`src/design/pfc_pkg.sv`:
```
// Shared types, codes and letter/slot helper functions for the Playfair cipher block.
`timescale 1ns / 1ps

package pfc_pkg;

  localparam logic [4:0] NUM_CELLS   = 5'd25;
  localparam logic [4:0] NUM_LETTERS = 5'd26;
  localparam logic [4:0] LETTER_I    = 5'd8;
  localparam logic [4:0] LETTER_J    = 5'd9;
  localparam logic [4:0] LAST_LETTER = 5'd25;

  typedef enum logic [2:0] {
    OP_CLEAR   = 3'd0,
    OP_KEY     = 3'd1,
    OP_FINISH  = 3'd2,
    OP_ENCRYPT = 3'd3,
    OP_DECRYPT = 3'd4
  } op_t;

  typedef enum logic [1:0] {
    ST_OK         = 2'd0,
    ST_IGNORED    = 2'd1,
    ST_INCOMPLETE = 2'd2
  } status_t;

  typedef enum logic [1:0] {
    S_IDLE,
    S_SLOT,
    S_CELL,
    S_FILL
  } state_t;

  // write into both lanes' copies of the square and slot tables
  typedef struct packed {
    logic       we;
    logic [4:0] letter;
    logic [4:0] slot;
  } lane_wr_t;

  // letters above z wrap onto a..f, then j folds onto i
  function automatic logic [4:0] pair_letter(input logic [4:0] raw);
    logic [4:0] v;
    v = (raw >= NUM_LETTERS) ? raw - NUM_LETTERS : raw;
    if (v == LETTER_J) begin
      v = LETTER_I;
    end
    return v;
  endfunction

  function automatic logic [2:0] slot_row(input logic [4:0] s);
    logic [2:0] r;
    if (s >= 5'd20) begin
      r = 3'd4;
    end else if (s >= 5'd15) begin
      r = 3'd3;
    end else if (s >= 5'd10) begin
      r = 3'd2;
    end else if (s >= 5'd5) begin
      r = 3'd1;
    end else begin
      r = 3'd0;
    end
    return r;
  endfunction

  function automatic logic [2:0] slot_col(input logic [4:0] s);
    logic [2:0] r;
    logic [4:0] c;
    r = slot_row(s);
    c = s - ({2'b00, r} << 2) - {2'b00, r};
    return c[2:0];
  endfunction

  function automatic logic [4:0] slot_of(input logic [2:0] r, input logic [2:0] c);
    return ({2'b00, r} << 2) + {2'b00, r} + {2'b00, c};
  endfunction

  // one place on, modulo 5; back steps the other way
  function automatic logic [2:0] wrap_step(input logic [2:0] v, input logic back);
    logic [2:0] n;
    if (back) begin
      n = (v == 3'd0) ? 3'd4 : v - 3'd1;
    end else begin
      n = (v == 3'd4) ? 3'd0 : v + 3'd1;
    end
    return n;
  endfunction

endpackage

```
`src/design/pfc_lane.sv`:
```
// One lookup lane: own copy of the slot table and the key square, registered reads.
`timescale 1ns / 1ps

module pfc_lane (
  input  logic             clk,
  input  pfc_pkg::lane_wr_t wr,
  input  logic             slot_en,
  input  logic [4:0]       letter,
  output logic [4:0]       slot,
  input  logic [4:0]       cell_addr,
  output logic [4:0]       square_rd
);

  logic [4:0] slot_mem [26];
  logic [4:0] square_mem [25];

  always_ff @(posedge clk) begin
    if (wr.we) begin
      slot_mem[wr.letter] <= wr.slot;
      square_mem[wr.slot] <= wr.letter;
    end
  end

  always_ff @(posedge clk) begin
    if (slot_en) begin
      slot <= slot_mem[letter];
    end
  end

  always_ff @(posedge clk) begin
    square_rd <= square_mem[cell_addr];
  end

endmodule

```
`src/design/pfc_merge.sv`:
```
// Merge stage: combines both lanes' slots into the two target cells of the digraph rule.
`timescale 1ns / 1ps

module pfc_merge (
  input  logic [4:0] slot_a,
  input  logic [4:0] slot_b,
  input  logic       decrypt,
  output logic [4:0] cell_a,
  output logic [4:0] cell_b
);

  logic [2:0] r1, c1, r2, c2;
  logic [2:0] nr1, nc1, nr2, nc2;

  always_comb begin
    r1  = pfc_pkg::slot_row(slot_a);
    c1  = pfc_pkg::slot_col(slot_a);
    r2  = pfc_pkg::slot_row(slot_b);
    c2  = pfc_pkg::slot_col(slot_b);
    nr1 = r1;
    nc1 = c1;
    nr2 = r2;
    nc2 = c2;
    if (r1 == r2) begin
      nc1 = pfc_pkg::wrap_step(c1, decrypt);
      nc2 = pfc_pkg::wrap_step(c2, decrypt);
    end else if (c1 == c2) begin
      nr1 = pfc_pkg::wrap_step(r1, decrypt);
      nr2 = pfc_pkg::wrap_step(r2, decrypt);
    end else begin
      // rectangle: trade columns
      nc1 = c2;
      nc2 = c1;
    end
    cell_a = pfc_pkg::slot_of(nr1, nc1);
    cell_b = pfc_pkg::slot_of(nr2, nc2);
  end

endmodule

```
`src/design/playfair_digraph_cipher.sv`:
```
// Top level of the Playfair digraph cipher: command decode, square build and pair datapath.
`timescale 1ns / 1ps

// Usage
//   A request is taken when start is high and busy is low; opcode picks clear,
//   key letter, finish, encrypt or decrypt. Every request gives exactly one
//   result on out_first/out_second/status, marked by done for one cycle.
//   The receiver cannot stall; results must be taken in the cycle they appear.
// Timing
//   Clear, key letter, unused opcodes and pairs refused for an incomplete
//   square: done in the cycle after the request, busy stays low (1 per cycle).
//   Encrypt/decrypt: slot lookup in both lanes, then square read, then output
//   register before done; busy is high in S_SLOT and S_CELL, so a new pair is
//   taken only once the last is through (two registered table reads in series).
//   Finish on an incomplete square walks the alphabet one letter a cycle, done
//   after the last letter; on a complete square done comes in the cycle after the request.
// Reset
//   rst (synchronous) empties the square and returns to idle; no result is lost
//   other than one in flight.
module playfair_digraph_cipher (
  input  logic       clk,
  input  logic       rst,
  input  logic       start,
  output logic       busy,
  input  logic [2:0] opcode,
  input  logic [4:0] first_letter,
  input  logic [4:0] second_letter,
  output logic       done,
  output logic [4:0] out_first,
  output logic [4:0] out_second,
  output logic [1:0] status
);

  pfc_pkg::state_t   state, state_next;
  logic [4:0]        fill, fill_next;
  logic [25:0]       present, present_next;
  logic [4:0]        walk, walk_next;
  logic              decrypt, decrypt_next;
  logic              done_next;
  logic [4:0]        out_first_next, out_second_next;
  logic [1:0]        status_next;
  pfc_pkg::lane_wr_t wr;
  logic              slot_en;
  logic              accept;
  logic              full;
  logic              key_taken;
  logic              walk_place;
  logic [4:0]        slot_a, slot_b, cell_addr_a, cell_addr_b, cell_a, cell_b;

  assign busy   = (state != pfc_pkg::S_IDLE);
  assign accept = start && !busy;
  assign full   = (fill == pfc_pkg::NUM_CELLS);

  always_comb begin
    key_taken = 1'b0;
    if (first_letter < pfc_pkg::NUM_LETTERS && first_letter != pfc_pkg::LETTER_J) begin
      key_taken = !present[first_letter] && !full;
    end
  end

  assign walk_place = (walk != pfc_pkg::LETTER_J) && !present[walk] && !full;

  pfc_lane u_lane_a (
    .clk       (clk),
    .wr        (wr),
    .slot_en   (slot_en),
    .letter    (pfc_pkg::pair_letter(first_letter)),
    .slot      (slot_a),
    .cell_addr (cell_addr_a),
    .square_rd (cell_a)
  );

  pfc_lane u_lane_b (
    .clk       (clk),
    .wr        (wr),
    .slot_en   (slot_en),
    .letter    (pfc_pkg::pair_letter(second_letter)),
    .slot      (slot_b),
    .cell_addr (cell_addr_b),
    .square_rd (cell_b)
  );

  pfc_merge u_merge (
    .slot_a  (slot_a),
    .slot_b  (slot_b),
    .decrypt (decrypt),
    .cell_a  (cell_addr_a),
    .cell_b  (cell_addr_b)
  );

  always_ff @(posedge clk) begin
    if (rst) begin
      state   <= pfc_pkg::S_IDLE;
      fill    <= '0;
      present <= '0;
      done    <= 1'b0;
    end else begin
      state   <= state_next;
      fill    <= fill_next;
      present <= present_next;
      done    <= done_next;
    end
  end

  always_ff @(posedge clk) begin
    walk       <= walk_next;
    decrypt    <= decrypt_next;
    out_first  <= out_first_next;
    out_second <= out_second_next;
    status     <= status_next;
  end

  always_comb begin
    state_next      = state;
    fill_next       = fill;
    present_next    = present;
    walk_next       = walk;
    decrypt_next    = decrypt;
    done_next       = 1'b0;
    out_first_next  = '0;
    out_second_next = '0;
    status_next     = pfc_pkg::ST_OK;
    wr              = '0;
    slot_en         = 1'b0;

    case (state)
      pfc_pkg::S_IDLE: begin
        if (accept) begin
          case (opcode)
            pfc_pkg::OP_CLEAR: begin
              present_next = '0;
              fill_next    = '0;
              done_next    = 1'b1;
            end
            pfc_pkg::OP_KEY: begin
              done_next = 1'b1;
              if (key_taken) begin
                wr.we                      = 1'b1;
                wr.letter                  = first_letter;
                wr.slot                    = fill;
                present_next[first_letter] = 1'b1;
                fill_next                  = fill + 5'd1;
              end else begin
                status_next = pfc_pkg::ST_IGNORED;
              end
            end
            pfc_pkg::OP_FINISH: begin
              if (full) begin
                done_next = 1'b1;
              end else begin
                walk_next  = '0;
                state_next = pfc_pkg::S_FILL;
              end
            end
            pfc_pkg::OP_ENCRYPT, pfc_pkg::OP_DECRYPT: begin
              if (full) begin
                slot_en      = 1'b1;
                decrypt_next = (opcode == pfc_pkg::OP_DECRYPT);
                state_next   = pfc_pkg::S_SLOT;
              end else begin
                done_next   = 1'b1;
                status_next = pfc_pkg::ST_INCOMPLETE;
              end
            end
            default: begin
              done_next = 1'b1;
            end
          endcase
        end
      end
      pfc_pkg::S_SLOT: begin
        // merged cell addresses go to both square copies this cycle
        state_next = pfc_pkg::S_CELL;
      end
      pfc_pkg::S_CELL: begin
        out_first_next  = cell_a;
        out_second_next = cell_b;
        done_next       = 1'b1;
        state_next      = pfc_pkg::S_IDLE;
      end
      pfc_pkg::S_FILL: begin
        if (walk_place) begin
          wr.we              = 1'b1;
          wr.letter          = walk;
          wr.slot            = fill;
          present_next[walk] = 1'b1;
          fill_next          = fill + 5'd1;
        end
        if (walk == pfc_pkg::LAST_LETTER) begin
          done_next  = 1'b1;
          state_next = pfc_pkg::S_IDLE;
        end else begin
          walk_next = walk + 5'd1;
        end
      end
      default: begin
        state_next = pfc_pkg::S_IDLE;
      end
    endcase
  end

endmodule

```
`config.mk`:
```
export PLATFORM = sky130hd
export DESIGN_NAME = playfair_digraph_cipher
export DESIGN_NICKNAME = d
export VERILOG_FILES = /design/src/design/pfc_pkg.sv /design/src/design/pfc_lane.sv /design/src/design/pfc_merge.sv /design/src/design/playfair_digraph_cipher.sv
export SDC_FILE = /design/constraint.sdc
export NUM_CORES = 1
export LEC_CHECK = 0
export BUFFER_PORTS_ARGS = -buffer_cell sky130_fd_sc_hd__buf_2
export CORE_ASPECT_RATIO = 0.9
export CORE_UTILIZATION = 34
export CTS_BUF_LIST = sky130_fd_sc_hd__clkbuf_8
export DETAILED_ROUTE_END_ITERATION = 12
export PLACE_DENSITY = 0.47
export SYNTH_ARGS = -nofsm -noshare
export SYNTH_HDL_FRONTEND = slang
export SYNTH_SLANG_ARGS = --single-unit
```
`constraint.sdc`:
```
create_clock -name clk -period 5.92 [get_ports clk]
set_input_delay 1.184 -clock clk [delete_from_list [all_inputs] [get_ports clk]]
set_output_delay 1.184 -clock clk [all_outputs]
set_load 0.1 [all_outputs]
```
# [Word level (Yosys, flattened, before mapping)]
# Memories as Yosys holds them, arrays and structs flattened. A register that Yosys moved wholly into a read port is not among the register bits.
# Index checks and enable logic that the tools add are counted.
[word_totals] regBits=52 mem_bits_rw=510 inputBits=16 out_inout_bits=14 elab_cells=186 memories=4
[memory_table] name="u_lane_a.slot_mem" depth=26 word_bits=5 read_ports=1 rd_clocked_by_memory_dff=1 write_ports=1 line="pfc_lane.sv:14" source="logic [4:0] slot_mem [26];"
[memory_table] name="u_lane_b.slot_mem" depth=26 word_bits=5 read_ports=1 rd_clocked_by_memory_dff=1 write_ports=1 line="pfc_lane.sv:14"
[memory_table] name="u_lane_a.square_mem" depth=25 word_bits=5 read_ports=1 rd_clocked_by_memory_dff=1 write_ports=1 line="pfc_lane.sv:15" source="logic [4:0] square_mem [25];"
[memory_table] name="u_lane_b.square_mem" depth=25 word_bits=5 read_ports=1 rd_clocked_by_memory_dff=1 write_ports=1 line="pfc_lane.sv:15"
[op_classes] n_addsub=20 magnitude_cmp=15 n_eq_ne=30 mux=81 bitwise_logic=2 n_reduce_logical=25
[ops] cell="$pmux 26 s2" n=2
[ops] cell="$mux 26" n=3
[ops] cell="$mux 3" n=24
[ops] cell="$mux 5" n=11
[ops] cell="$or 26x26->26" n=2
[ops] cell="$mux 11" n=4
[ops] cell="$pmux 5 s2" n=3
[ops] cell="$pmux 11 s2" n=1
[ops] cell="$add 5x3->5" n=4
[ops] cell="$ge 5x4->1 const B" n=4
[ops] cell="$ge 5x5->1 const B" n=4
[ops] cell="$mux 1" n=17
[ops] cell="$eq 3x3->1 const B" n=5
[ops] cell="$logic_not 3->1" n=5
[ops] cell="$reduce_and 5->1" n=3
[ops] cell="$mux 2" n=7
[ops] cell="$add 3x1->3 const B" n=4
[ops] cell="$lt 5x6->1 const B" n=2
[ops] cell="$sub 3x1->3 const B" n=4
[ops] cell="$sub 3x3->3" n=4
[ops] cell="$add 5x1->5 const B" n=2
[ops] cell="$bmux 1 s5" n=2
[ops] cell="$demux 1 s5" n=2
[ops] cell="$eq 5x4->1 const B" n=2
[ops] cell="26 further kinds" n=52

# [Logic depth before layout (Yosys ltp)]
# Gate-level depths: netlist (run 1).
[depth] word_depth=12 ltp_mapped=27 ltp_nobuf=24

# [Cells and area by module]
# From an unflattened synthesis (run 1), not the netlist that was laid out.
[hier_totals] cells_unflattened=1670 area_unflattened_um2=25858.6
[modules_own_cells] module="pfc_lane at u_lane_a" n_inst=1 cells_per_inst=516 area_each_um2=10441.3 seq_area_each_um2=7907.6
[modules_own_cells] module="pfc_lane at u_lane_b" n_inst=1 cells_per_inst=552 area_each_um2=10408.7 seq_area_each_um2=7907.6
[modules_own_cells] module="playfair_digraph_cipher" n_inst=1 cells_per_inst=426 area_each_um2=3529.6 seq_area_each_um2=1101.1
[modules_own_cells] module="pfc_merge" n_inst=1 cells_per_inst=176 area_each_um2=1478.9 seq_area_each_um2=0.0

# [Worst setup path before layout (run 1)]
# Ideal clock, no wire load.
[synth_path] kind="flip-flop to flip-flop" start="register u_lane_b.slot[1] (read register of u_lane_b.slot_mem)" end="register u_lane_a.square_rd[0] (read register of u_lane_a.square_mem)" setup_time_ps=123 arrival_ps=5774 required_ps=5797 slack_ps=22 path_stages_with_launch=22 n_path_buf=2 period_less_slack_ps=5898 path_cell_list="edfxtp_1 -> o21bai_1 -> a21boi_1 -> o31a_1 -> ha_1 -> inv_1 -> ha_1 -> nor2_1 -> fa_1 -> xnor2_1 -> xnor2_1 -> xnor2_1 -> nor4_4 -> o211ai_1 -> o21a_1 -> ha_1 -> buf_1 -> buf_1 -> mux4_2 -> mux2i_1 -> o21ai_0 -> mux2_1"
[synth_via] elab_chain_cells=12 elab_cells_between_ends=18 classes_between="add/sub (4); order compare (4); eq/ne (2); mux (8)"
[synth_rtl] element="start, declared" line="pfc_lane.sv:9" source="output logic [4:0] slot,"
[synth_rtl] element="$ge 5x3->1" line="pfc_pkg.sv:58" source="end else if (s >= 5'd5) begin"
[synth_rtl] element="$mux 1" line="pfc_pkg.sv:58"
[synth_rtl] element="$mux 3" line="pfc_pkg.sv:56" source="end else if (s >= 5'd10) begin"
[synth_rtl] element="$mux 3" line="pfc_pkg.sv:54" source="end else if (s >= 5'd15) begin"
[synth_rtl] element="$mux 3" line="pfc_pkg.sv:52" source="if (s >= 5'd20) begin"
[synth_rtl] element="$sub 3x3->3 (2 in a row)" line="pfc_pkg.sv:70" source="c = s - ({2'b00, r} << 2) - {2'b00, r};"
[synth_rtl] element="$eq 3x3->1" line="pfc_merge.sv:27" source="end else if (c1 == c2) begin"
[synth_rtl] element="$mux 3" line="pfc_merge.sv:27"
[synth_rtl] element="$mux 3" line="pfc_merge.sv:24" source="if (r1 == r2) begin"
[synth_rtl] element="$add 5x3->5" line="pfc_pkg.sv:75" source="return ({2'b00, r} << 2) + {2'b00, r} + {2'b00, c};"
[synth_rtl] element="$add 5x3->5 *" line="pfc_pkg.sv:75"
[synth_rtl] element="end, declared" line="pfc_lane.sv:11" source="output logic [4:0] square_rd"
# Every way passes the cells marked *; elsewhere a longest branch is shown, timed or not.
# A chain may end at the register's enable or synchronous reset.

# [Worst setup path in the final report (run 1)]
[layout_path] start="register u_lane_b.slot[1] (read register of u_lane_b.slot_mem)" end="register u_lane_b.square_rd[2] (read register of u_lane_b.square_mem)"
[layout_via] elab_chain_cells=12 elab_cells_between_ends=32 classes_between="add/sub (8); order compare (4); eq/ne (4); mux (14); reduce/logical (2)"
[layout_rtl] element="$ge 5x3->1" line="pfc_pkg.sv:58"
[layout_rtl] element="$mux 1" line="pfc_pkg.sv:58"
[layout_rtl] element="$mux 3" line="pfc_pkg.sv:56"
[layout_rtl] element="$mux 3" line="pfc_pkg.sv:54"
[layout_rtl] element="$mux 3" line="pfc_pkg.sv:52"
[layout_rtl] element="$sub 3x3->3 (tied with other cells) (2 in a row)" line="pfc_pkg.sv:70"
[layout_rtl] element="$eq 3x3->1 (tied with other cells)" line="pfc_merge.sv:27"
[layout_rtl] element="$mux 3, on equally long branches" line="pfc_merge.sv:27, pfc_pkg.sv:82, pfc_pkg.sv:84"
[layout_rtl] element="$mux 3, on equally long branches" line="pfc_merge.sv:24, pfc_pkg.sv:81"
[layout_rtl] element="$add 5x3->5 or $mux 3 (tied branches)" line="pfc_pkg.sv:75, pfc_merge.sv:24"
[layout_rtl] element="$add 5x3->5 *" line="pfc_pkg.sv:75"
[layout_rtl] element="end, declared" line="pfc_lane.sv:11"
# Marked as above.

==> results.md, run 1 <==
- Status: completed
- PwrDens: 249.9 nW/um^2
- Lkg Pwr: 0.007074 uW
- GRT overflow: 0
- First-pass GRT wire length: 78,870 um
- Synth-to-Final Area Change: 13.08%
- N_diodes: 0
- CTS tree: built
- CTS sink cnt: 327
- Max Fanout on Critical Path: 14
- Post-layout nets: 1,609
- Worst-Skew Late Latency: 680 ps
- Most frequent cell after synthesis: edfxtp_1
- Final setup vio count: 0
- Top-area cell type share of the netlist area: 46.22%
- WP data arrival: 6130 ps
- Util after Layout: 39.23%
- Fillers: a little under 5,000
- CP Capture Type: flop
- Reg2reg setup slack: 350 ps
- Worst slew margin: roughly 21%
- RSZ-0062 raised after global routing: yes
- Syn_area_per_cell: 11.82 um^2
- Initial Util: 34.69%
- Drt pass-1 iters: 5
- Most frequent CP cell: ha_1
- CTS root buffer: clkbuf_8
- Vias: 12,790
- Height of the die: 217.9 um
- Period minus WS final: between 5000 and 6000 ps
- Antenna Nets Post-Route: 0
- Total Neg Setup Slack: 0 ps
- Final Hold Vio Count: 0
- Gr usage total: 19.62%
- Count of state elements after synthesis: 327
- GR peak layer: met2
- Placer Congestion: 0.9004
- Power Internal: 3625 uW
- Routed WL: between 50,000 and 60,000 um
- Met3 Track Usage GR: 3.015%
- Register area share after synthesis: 52.59%
- Yosys warns: 0
- Critical Path Source Type: flop
- GR met2 Demand/Resource: between 30% and 40%
- Slew Viols, Final: 0
- CTS Hold Bufs: 0
- Post-Synthesis Cells: 1,489
- Synth top area cells: edfxtp_1, mux4_2, dfxtp_1, mux2i_1, nor2_1
- CP Data Required Time: 6480 ps
- FMAX: roughly 0.18 GHz
- Post-route DRC: 0
- Initial antenna violation count: 0
- I/O pin count: 30
- Slowest cell on crit path: ha_1
- Largest net degree at the start of global routing: 38
- VDD IR-drop max: approximately 160 uV
- P_sw: 1351 uW
- Total CTS buffers: 54
- Sequential fraction of design power: 50.4%
- Worst-Margin Slew: 1180 ps
- Routed vias/inst: 5.628
- Vias in the first global route: 12,650
- Share of cells above drive strength 1: 18.20%
- Ys flop type: edfxtp_1
- Die Wd: 241.9 um
- Final Cycle Share: 94.16%
- Final Skew: between 60 and 70 ps
- Hold Path Class: reg -> reg
- First DRT Iteration DRCs: 1,120
- Post-DP HPWL: approximately 36,000 um
- Critical path class: reg -> reg
- Clock network power share: 40.2%
- Sw frac: 27.15%
- CTS max path bufs: 3
- Post-Syn Area: 17,610 um^2
- CTS clk-pin slew, worst paths: 70 ps
- Synth top cells by count: edfxtp_1, nor2_1, nand2_1, a21oi_1, mux4_2
- Core area: 50,750 um^2
- GRT met1 Usage: 27.63%
- H-Tree Depth: 2
- Row count: between 70 and 80
- Port Buf Inserts: 29
- Largest area contributor in the netlist: edfxtp_1
- Max cap viols: 0
- Syn nets: 1,549
- CP cell instances: o21bai_1, a21boi_1, o31a_1, ha_1, inv_1, ha_1, nor2_1, fa_1, xnor2_1, xnor2_1, xnor2_1, nor4_4, buf_4, mux2i_1, ha_1, ha_1, nor2b_1, nand2_1, a311oi_1, a21oi_1, mux2_1
- Post-synth ARST share: 0%
- Post-synth EDFFs: ~270
- Drt wl/cell: approximately 23 um
- Netlist cell types: 76
- CP max stage delay: between 700 and 800 ps
- Area of the die: 52,700 um^2
- Comb pwr share: 9.4%
state kept, by name, indices dropped and copies added (netlist names), 26 cells and up:
name                 cells
u_lane_b.square_mem     80
u_lane_b.slot_mem      125
u_lane_a.square_mem     45
present                 26
what timing repair did:
action | CTS | global route
endpoints found under the setup margin | 0 | 10
setup buffers | 0 | 2
resized for setup | 0 | 2
per-layer routing:
metal | wire length (um) | up-vias
li1 | - | 5837
met1 | 23720 | 6400
met2 | 23580 | 467
met3 | 3208 | 89
met4 | 1355 | 0
met5 | 0 | -
kinds of logic (layout without fill, tap and decap cells):
| kind of cell | after synthesis | count (layout) | share of synthesized area (%) |
|---|---|---|---|
| xor gates and xnor gates | 26 | 26 | 1.443 |
| buffers and inverters | 144 | 248 | 3.219 |
| DFF | 327 | 327 | 52.59 |
| muxes | 154 | 154 | 14.42 |
| adders and majority gates | 44 | 44 | 3.383 |
| AOI/OAI and AO/OA | 333 | 333 | 12.54 |
| and+or+nand+nor | 461 | 461 | 12.41 |
worst max-delay path: cells and delay by family (launching register included):
kind	cells	cell delay, ps
buf+inv	2	240
xor+xnor	3	510
fa+ha+maj	5	1850
mux	2	610
compound gates	5	940
simple gates	4	860
flops	1	490
power by group through the flow:
| stage | Clock (uW) | Sequential (uW) | Combinational (uW) |
|---|---|---|---|
| 6_report | 2000 | 2510 | 469 |
| 5_1_grt | 2150 | 2510 | 501 |
| 4_1_cts | 2050 | 2510 | 466 |
| 3_5_place_dp | 0 | 2560 | 465 |
| 3_3_place_gp | 0 | 2560 | 465 |
| 2_1_floorplan | 0 | 2600 | 272 |
cell usage in the layout (no fill, tap or decap), types with 29 or more instances in the layout:
| cell type | Yosys | routed |
|---|---|---|
| a21oi_1 | 96 | 95 |
| and2_1 | 30 | 30 |
| buf_2 | 15 | 29 |
| buf_4 | 2 | 73 |
| clkbuf_8 | 0 | 58 |
| dfxtp_1 | 56 | 56 |
| edfxtp_1 | 271 | 271 |
| ha_1 | 38 | 36 |
| inv_1 | 42 | 62 |
| mux2i_1 | 62 | 62 |
| mux4_2 | 78 | 78 |
| nand2_1 | 119 | 119 |
| nor2_1 | 162 | 157 |
| nor3_1 | 32 | 31 |
| o21ai_0 | 52 | 52 |
cell type report:
type	instances	area (um^2)	area share, %
timing repair buffer	104	733.2	3.683
tap	680	850.8	4.273
inverter	44	165.2	0.8295
multi-input combinational	1018	7836	39.36
sequential	327	9259	46.50
clock buffer	58	798.3	4.009
clock inverter	42	267.8	1.345
path summary, 6_finish.rpt:
path | start | endpoint | cells past startpoint
worst max-delay path | u_lane_b.slot[1] | u_lane_b.square_rd[2] | 21
worst min-delay path | u_lane_a.square_rd[4] | out_first[4] | 1
worst max register to register | u_lane_b.slot[1] | u_lane_b.square_rd[2] | 21
worst min register to register | u_lane_a.square_rd[4] | out_first[4] | 1
stage by stage:
stage	worst slack (ps)	std cells	hold slack [ps]	total power, uW	area (um^2)
finish	345.9	2273	448.5	4975	19910
global route	-13.96	2273	461.0	5158	19910
CTS	84.15	2271	447.8	5019	19890
detailed placement	58.93	2171	433.9	3021	18820
global placement	193.9	2171	445.4	3021	18820
floorplan	22.43	1489	411.9	2874	17610
Power figures use the tool's default switching activity.
==> run 2: changes to the inputs <==
--- a/config.mk
+++ b/config.mk
@@ -5,12 +5,13 @@
 export SDC_FILE = /design/constraint.sdc
 export NUM_CORES = 1
 export LEC_CHECK = 0
+export ABC_AREA = 1
 export BUFFER_PORTS_ARGS = -buffer_cell sky130_fd_sc_hd__buf_2
 export CORE_ASPECT_RATIO = 0.9
 export CORE_UTILIZATION = 34
 export CTS_BUF_LIST = sky130_fd_sc_hd__clkbuf_8
 export DETAILED_ROUTE_END_ITERATION = 12
-export PLACE_DENSITY = 0.47
+export PLACE_DENSITY_LB_ADDON = 0.08
 export SYNTH_ARGS = -nofsm -noshare
 export SYNTH_HDL_FRONTEND = slang
 export SYNTH_SLANG_ARGS = --single-unit
==> run 2 against run 1 <==
  * Via count up 24%
  * Count of clock-buffer cells in the layout up 4
  * Synthesized cell count up 47%
  * Worst hold slack worse by 21 ps
  * Power up 4.9%
  * Register-to-register slack better by 180 ps
  * Global-route usage up 1.8 points
  * Cell count up 30%
  * Sequential power about the same
  * Clock power up 3%
  * Final area up 3.9%
  * Synthesized area up 6.4%
  * Largest cell class unchanged
==> results.md, run 2 <==
- Crit. Startpoint: u_lane_a.slot[1]
- Initial Util: 34.47% (-0.22 points)
- H-Tree Depth: 2 (unchanged)
- Antenna Nets Post-Route: 0 (unchanged)
- Final Hold Vio Count: 0 (unchanged)
- Total Neg Setup Slack: 0 ps (unchanged)
- Count of state elements after synthesis: 327 (unchanged)
- Commonest non-fill, non-tap cell in the layout: nand2_1
- Post-DP HPWL: 41,320 um (+14%)
- GRT overflow: 0 (unchanged)
- Pwr Total: 5221 uW (+4.9%)
- Routed vias/inst: 5.396 (-4.1%)
- Critical Path Source Type: flop
- Row count: 81 (+3.8%)
- Reg2reg path depth: 28 (+33%)
- CP bufs+invs: 6 (+4)
- CTS clk-pin slew, worst paths: 60 ps (about the same)
- Lkg Pwr: 0.008277 uW (+17%)
- Crit Reg-Reg Startpoint: u_lane_a.slot[1]
- CTS max path bufs: 3 (unchanged)
- Post-synth EDFFs: 271 (unchanged)
- VDD IR-drop max: 148.0 uV (-6.6%)
- Worst setup margin: 524.4 ps (+178.4 ps)
- Share of cells above drive strength 1: 10.49% (-7.7 points)
- Final setup vio count: 0 (unchanged)
- Ys flop type: edfxtp_1
- Register area share after synthesis: 49.44% (-3.1 points)
- CP Data Required Time: 6450 ps (-30 ps)
- CP Depth: 28 (+33%)
- Initial antenna violation count: 1 (+1)
- RSZ-0062 raised after global routing: no
- Largest net degree at the start of global routing: 98 (+160%)
- Drt wl/cell: 20.71 um (-9.2%)
- Most frequent cells in the layout: nand2_1, nand3_1, inv_1
- WP data arrival: 5920 ps (-210 ps)
- Status: completed
- CTS root buffer: clkbuf_8
- Max Fanout on Critical Path: 8 (-6)
- Placer Congestion: 0.8957 (-0.52%)
- CP max stage delay: 570 ps (-180 ps)
- CTS tree: built
- CTS sink cnt: 327 (unchanged)
- Routed WL: 60,990 um (+18%)
- I/O pin count: 30 (unchanged)
- Yosys warns: 0 (unchanged)
- Worst-Skew Late Latency: 670 ps (about the same)
- Post-route DRC: 0 (unchanged)
- Max reg flops: 125 (unchanged)
- First DRT Iteration DRCs: 1,518 (+36%)
- Post-Syn Area: 18,730 um^2 (+6.4%)
- FMAX: 0.1853 GHz (+3.3%)
- Syn_area_per_cell: 8.543 um^2 (-28%)
- Most frequent cell after synthesis: nand2_1
- Top-area cell type share of the netlist area: 43.46% (-2.8 points)
- Final Cycle Share: 91.14% (-3.0 points)
- Post-layout nets: 2,252 (+40%)
- Height of the die: 224.6 um (+3.1%)
- Largest regs: u_lane_b.slot_mem: 125 flops, u_lane_b.square_mem: 80 flops, u_lane_a.square_mem: 45 flops
- Vias in the first global route: 15,120 (+20%)
- Vias: 15,890 (+24%)
- Port Buf Inserts: 29 (unchanged)
- Netlist cell types: 55 (-28%)
- Worst r2r dst: u_lane_b.square_rd[1]
- Post-Synthesis Cells: 2,192 (+47%)
- Synth-to-Final Area Change: 10.43%
- CP Capture Type: flop
- Largest Register: u_lane_b.slot_mem
- Final Skew: 37.39 ps (-22.83 ps)
- N_diodes: 0 (unchanged)
- Slew Viols, Final: 0 (unchanged)
- Max cap viols: 0 (unchanged)
- Synth top area cells: edfxtp_1, nand3_1, nand2_1, dfxtp_1, inv_1
- Area of the die: 56,020 um^2 (+6.3%)
- Largest area contributor in the netlist: edfxtp_1
- Syn nets: 2,252 (+45%)
- Hold Path Class: reg -> reg
- Die Wd: 249.4 um (+3.1%)
- Total CTS buffers: 58 (+7.4%)
- Core area: 54,320 um^2 (+7.0%)
- Post-synth ARST share: 0% (unchanged)
- Slowest cell on crit path: fa_1
- Reg2reg setup slack: 520 ps (+180 ps)
- Critical Path End: u_lane_b.square_rd[1]
- Delay-heaviest family, CP: adder cells
- Drt pass-1 iters: 6 (+1)
- Period minus WS final: 5396 ps (-178.4 ps)
- Dpl ws: 317.8 ps (+258.8 ps)
- Gr usage total: 21.47% (+1.8 points)
- Worst slew margin: 19.07% (-1.7 points)
- Worst-Margin Slew: 1213 ps (+33.02 ps)
- Critical path class: reg -> reg
- Synth top cells by count: nand2_1, nand3_1, inv_1, edfxtp_1, o21ai_0
- PwrDens: 252.5 nW/um^2 (+1.0%)
- First-pass GRT wire length: 91,880 um (+16%)
run 2: where the power goes:
part           internal, uW  switching [uW]
clock                  1050             997
combinational           151             493
sequential             2510            21.8
total                  3710            1510
run 2: area by class of cell:
| type | count | area [um^2] |
|---|---|---|
| sequential | 327 | 9259 |
| clock buffer | 62 | 853.3 |
| clock inverter | 46 | 244.0 |
| timing repair buffer | 66 | 489.2 |
| tap | 705 | 882.1 |
| fill | 5533 | 33640 |
| inverter | 308 | 1159 |
| multi-input combinational | 1431 | 7794 |
run 2: timing repair:
action / in CTS / in global routing
hold buffers: 0 / 0
gates resized for setup: 0 / 10
buffers inserted: 0 / 1
endpoints found under the setup margin: 0 / 10
run 2: cells by family after synthesis:
logic type                 Yosys count  share of synthesized area, %
DFF                                327                         49.44
xor gates and xnor gates            13                        0.6481
buffers and inverters              434                         9.147
AOI/OAI and AO/OA                  519                         16.28
adders and majority gates           44                         3.180
and+or+nand+nor                    855                         21.30
run 2: through the flow:
stage / hold slack, ps / instance area (um^2) / utilization, % / std cells
after floorplan: 390.5 / 18730 / - / 2192
after global placement: 424.8 / 19560 / 36.00 / 2836
after detailed placement: 420.9 / 19560 / 36.00 / 2836
after CTS: 434.2 / 20650 / 38.02 / 2944
after global routing: 459.9 / 20680 / 38.07 / 2945
final: 427.3 / 20680 / 38.07 / 2945
run 2: how the worst min path moves through the flow:
stage,start,endpoint,slack [ps],depth (start not counted)
2_1_floorplan,u_lane_a.square_rd[0],out_first[0],390,2
3_3_place_gp,u_lane_a.square_rd[1],out_first[1],420,2
3_5_place_dp,u_lane_a.square_rd[0],out_first[0],420,2
4_1_cts,u_lane_a.square_rd[3],out_first[3],430,2
5_1_grt,u_lane_b.square_rd[4],out_second[4],460,2
6_report,u_lane_a.square_rd[0],out_first[0],430,2
run 2: tightest hold or removal path, delay by kind of cell, from the launching register on:
family                 cells  cell delay (ps)
DFF                        1              310
buffers and inverters      1               40
and+or+nand+nor            1               50
run 2: layer usage:
layer  vias to the layer above  track usage, %  share of wire, %
li1                       7590               -                 -
met1                      7625           29.71                46
met2                       575           34.11                45
met3                       100           3.819               6.6
met4                         2           6.591               2.2
met5                         -               0             0.021
==> run 3: changes to the inputs <==
==> constraint.sdc (replaced) <==
create_clock -name clk -period 5.92 [get_ports clk]
set_input_delay 0.592 -clock clk [delete_from_list [all_inputs] [get_ports clk]]
set_output_delay 0.592 -clock clk [all_outputs]
set_load 0.1 [all_outputs]
==> run 3 against run 2 <==
  * Sequential share of layout area down 0.39 points
  * Worst hold slack worse by 200 ps
  * Utilization up 0.33 points
  * Critical endpoint is now u_lane_a.square_rd[0]
  * Power up 3.3%
==> results.md, run 3 (synthesized netlist as in run 2, its figures left out) <==
- Post-route DRC: 0 (unchanged)
- Final Cycle Share: 91.16% (about the same)
- Antenna Nets Post-Route: 0 (unchanged)
- Commonest non-fill, non-tap cell in the layout: nand2_1
- First DRT Iteration DRCs: 1,554 (+2.4%)
- Final Skew: 39.86 ps (+2.476 ps)
- CTS Hold Bufs: 0 (unchanged)
- Status: completed
- Final setup vio count: 0 (unchanged)
- CTS root buffer: clkbuf_8
- Gr usage total: 21.58% (+0.11 points)
- H-Tree Depth: 2 (unchanged)
- Initial antenna violation count: 0 (-1)
- Die Wd: 249.4 um (unchanged)
- Max reg flops: 125 (unchanged)
- Port Buf Inserts: 29 (unchanged)
- Reg2reg path depth: 29 (+3.6%)
- N_diodes: 0 (unchanged)
- CP max stage delay: 520 ps (-50 ps)
- Routed vias/inst: 5.435 (+0.71%)
- Final instance area: 20,860 um^2 (+0.88%)
- Vias in the first global route: 15,320 (+1.3%)
- Hold Startpoint: rst
- Most frequent cells in the layout: nand2_1, inv_1, nand3_1
- Largest net degree at the start of global routing: 90 (-8.2%)
- CTS sink cnt: 327 (unchanged)
- Placer Congestion: 0.8958 (about the same)
- WP data arrival: 5930 ps (about the same)
- Critical Path Source Type: flop
- CTS tree: built
- Largest Register: u_lane_b.slot_mem
- Core area: 54,320 um^2 (unchanged)
- Reg2reg setup slack: 520 ps (about the same)
- VDD IR-drop max: 159.3 uV (+7.6%)
- I/O pin count: 30 (unchanged)
- Drt wl/cell: 20.69 um (-0.11%)
- Dpl cell area: 19,540 um^2 (-0.10%)
- Worst-Margin Slew: 1193 ps (-19.16 ps)
- RSZ-0062 raised after global routing: no
- CTS clk-pin slew, worst paths: 60 ps (about the same)
- Height of the die: 224.6 um (unchanged)
- Total CTS buffers: 60 (+3.4%)
- Vias: 16,050 (+0.99%)
- CP Capture Type: flop
- Post-layout nets: 2,256 (+0.18%)
- Cells on Worst Hold Path: 2 (unchanged)
- FMAX: 0.1853 GHz (about the same)
- Period minus WS final: 5397 ps (+1.014 ps)
- Critical path class: reg -> reg
- Slowest cell on crit path: fa_2
- CTS max path bufs: 3 (unchanged)
- Worst setup margin: 523.4 ps (-1.014 ps)
- Synth-to-Final Area Change: 11.40%
- Share of cells above drive strength 1: 11.08% (+0.59 points)
- CP Data Required Time: 6450 ps (about the same)
- GRT overflow: 0 (unchanged)
- Row count: 81 (unchanged)
- First-pass GRT wire length: 93,150 um (+1.4%)
- Lkg Pwr: 0.008415 uW (+1.7%)
- Total Neg Setup Slack: 0 ps (unchanged)
- Max Fanout on Critical Path: 22 (+14)
- Routed WL: 61,090 um (+0.16%)
- Hold Path Class: in -> reg
- Area of the die: 56,020 um^2 (unchanged)
- Worst r2r dst: u_lane_a.square_rd[0]
- Drt pass-1 iters: 6 (unchanged)
- Slew Viols, Final: 0 (unchanged)
- Post-DP HPWL: 41,260 um (-0.16%)
- Most frequent CP cell: nand2_1
- Final Hold Vio Count: 0 (unchanged)
- Largest regs: u_lane_b.slot_mem: 125 flops, u_lane_b.square_mem: 80 flops, u_lane_a.square_mem: 45 flops
- Initial Util: 34.47% (unchanged)
- Worst-Skew Late Latency: 690 ps (+20 ps)
- Worst slew margin: 20.35% (+1.3 points)
- Max cap viols: 0 (unchanged)
- Dpl ws: 265.1 ps (-52.68 ps)
- Hold Path Sink: fill[4]
- PwrDens: 258.6 nW/um^2 (+2.4%)
- Crit Reg-Reg Startpoint: u_lane_b.slot[2]
run 3: final cells by class:
type                    count  area (um^2)
fillers                  5502        33460
well taps                 705        882.1
clock buffers              70        963.4
clock inverters            44        264.0
inverters                 308         1159
flip-flops and latches    327         9259
multi-input cells        1431         7801
repair buffers             68        533.0
run 3: worst max path at each step:
stage	depth (start not counted)	start	to	slack [ps]
global placement	27	u_lane_b.slot[1]	u_lane_a.square_rd[4]	460
CTS	30	u_lane_a.slot[1]	u_lane_a.square_rd[0]	240
global route	29	u_lane_a.slot[3]	u_lane_a.square_rd[0]	7
finish	29	u_lane_b.slot[2]	u_lane_a.square_rd[0]	520
detailed placement	30	u_lane_a.slot[1]	u_lane_a.square_rd[3]	270
floorplan	28	u_lane_b.slot[1]	u_lane_b.square_rd[0]	680
run 3: timing repair:
item                                    4_1_cts  5_1_grt
setup buffers                                 0        4
endpoints found under the setup margin        0       10
resized for setup                             0       12
run 3: metal layers:
| metal | vias to the layer above | part of all wire (%) | global-route usage, % |
|---|---|---|---|
| li1 | 7620 | - | - |
| met1 | 7802 | 46 | 30.58 |
| met2 | 546 | 46 | 34.44 |
| met3 | 81 | 5.7 | 2.777 |
| met4 | 0 | 2.1 | 6.173 |
| met5 | - | 0 | 0 |
run 3: per-stage QoR:
step / hold slack, ps / total power, uW / std cells / util [%]
final: 222.6 / 5395 / 2953 / 38.40
after global routing: 208.0 / 5616 / 2953 / 38.40
after CTS: 185.0 / 5458 / 2948 / 38.22
after detailed placement: 421.3 / 3212 / 2834 / 35.96
after global placement: 420.4 / 3212 / 2834 / 35.96
after floorplan: 390.5 / 3022 / 2192 / -
run 3: critical path, delay by kind of cell (launching register included):
kind                     cells  cell delay [ps]
AO/OA/AOI/OAI                4              630
XOR/XNOR                     2              410
adder cells (fa/ha/maj)      5             1770
buffers and inverters        6              710
flip-flops                   1              450
AND/OR/NAND/NOR             12             1280
run 3: power breakdown:
part / internal (uW) / switching [uW] / total (uW)
Combinational: 148 / 489 / 637
Sequential: 2510 / 22.1 / 2530
Clock: 1200 / 1020 / 2230
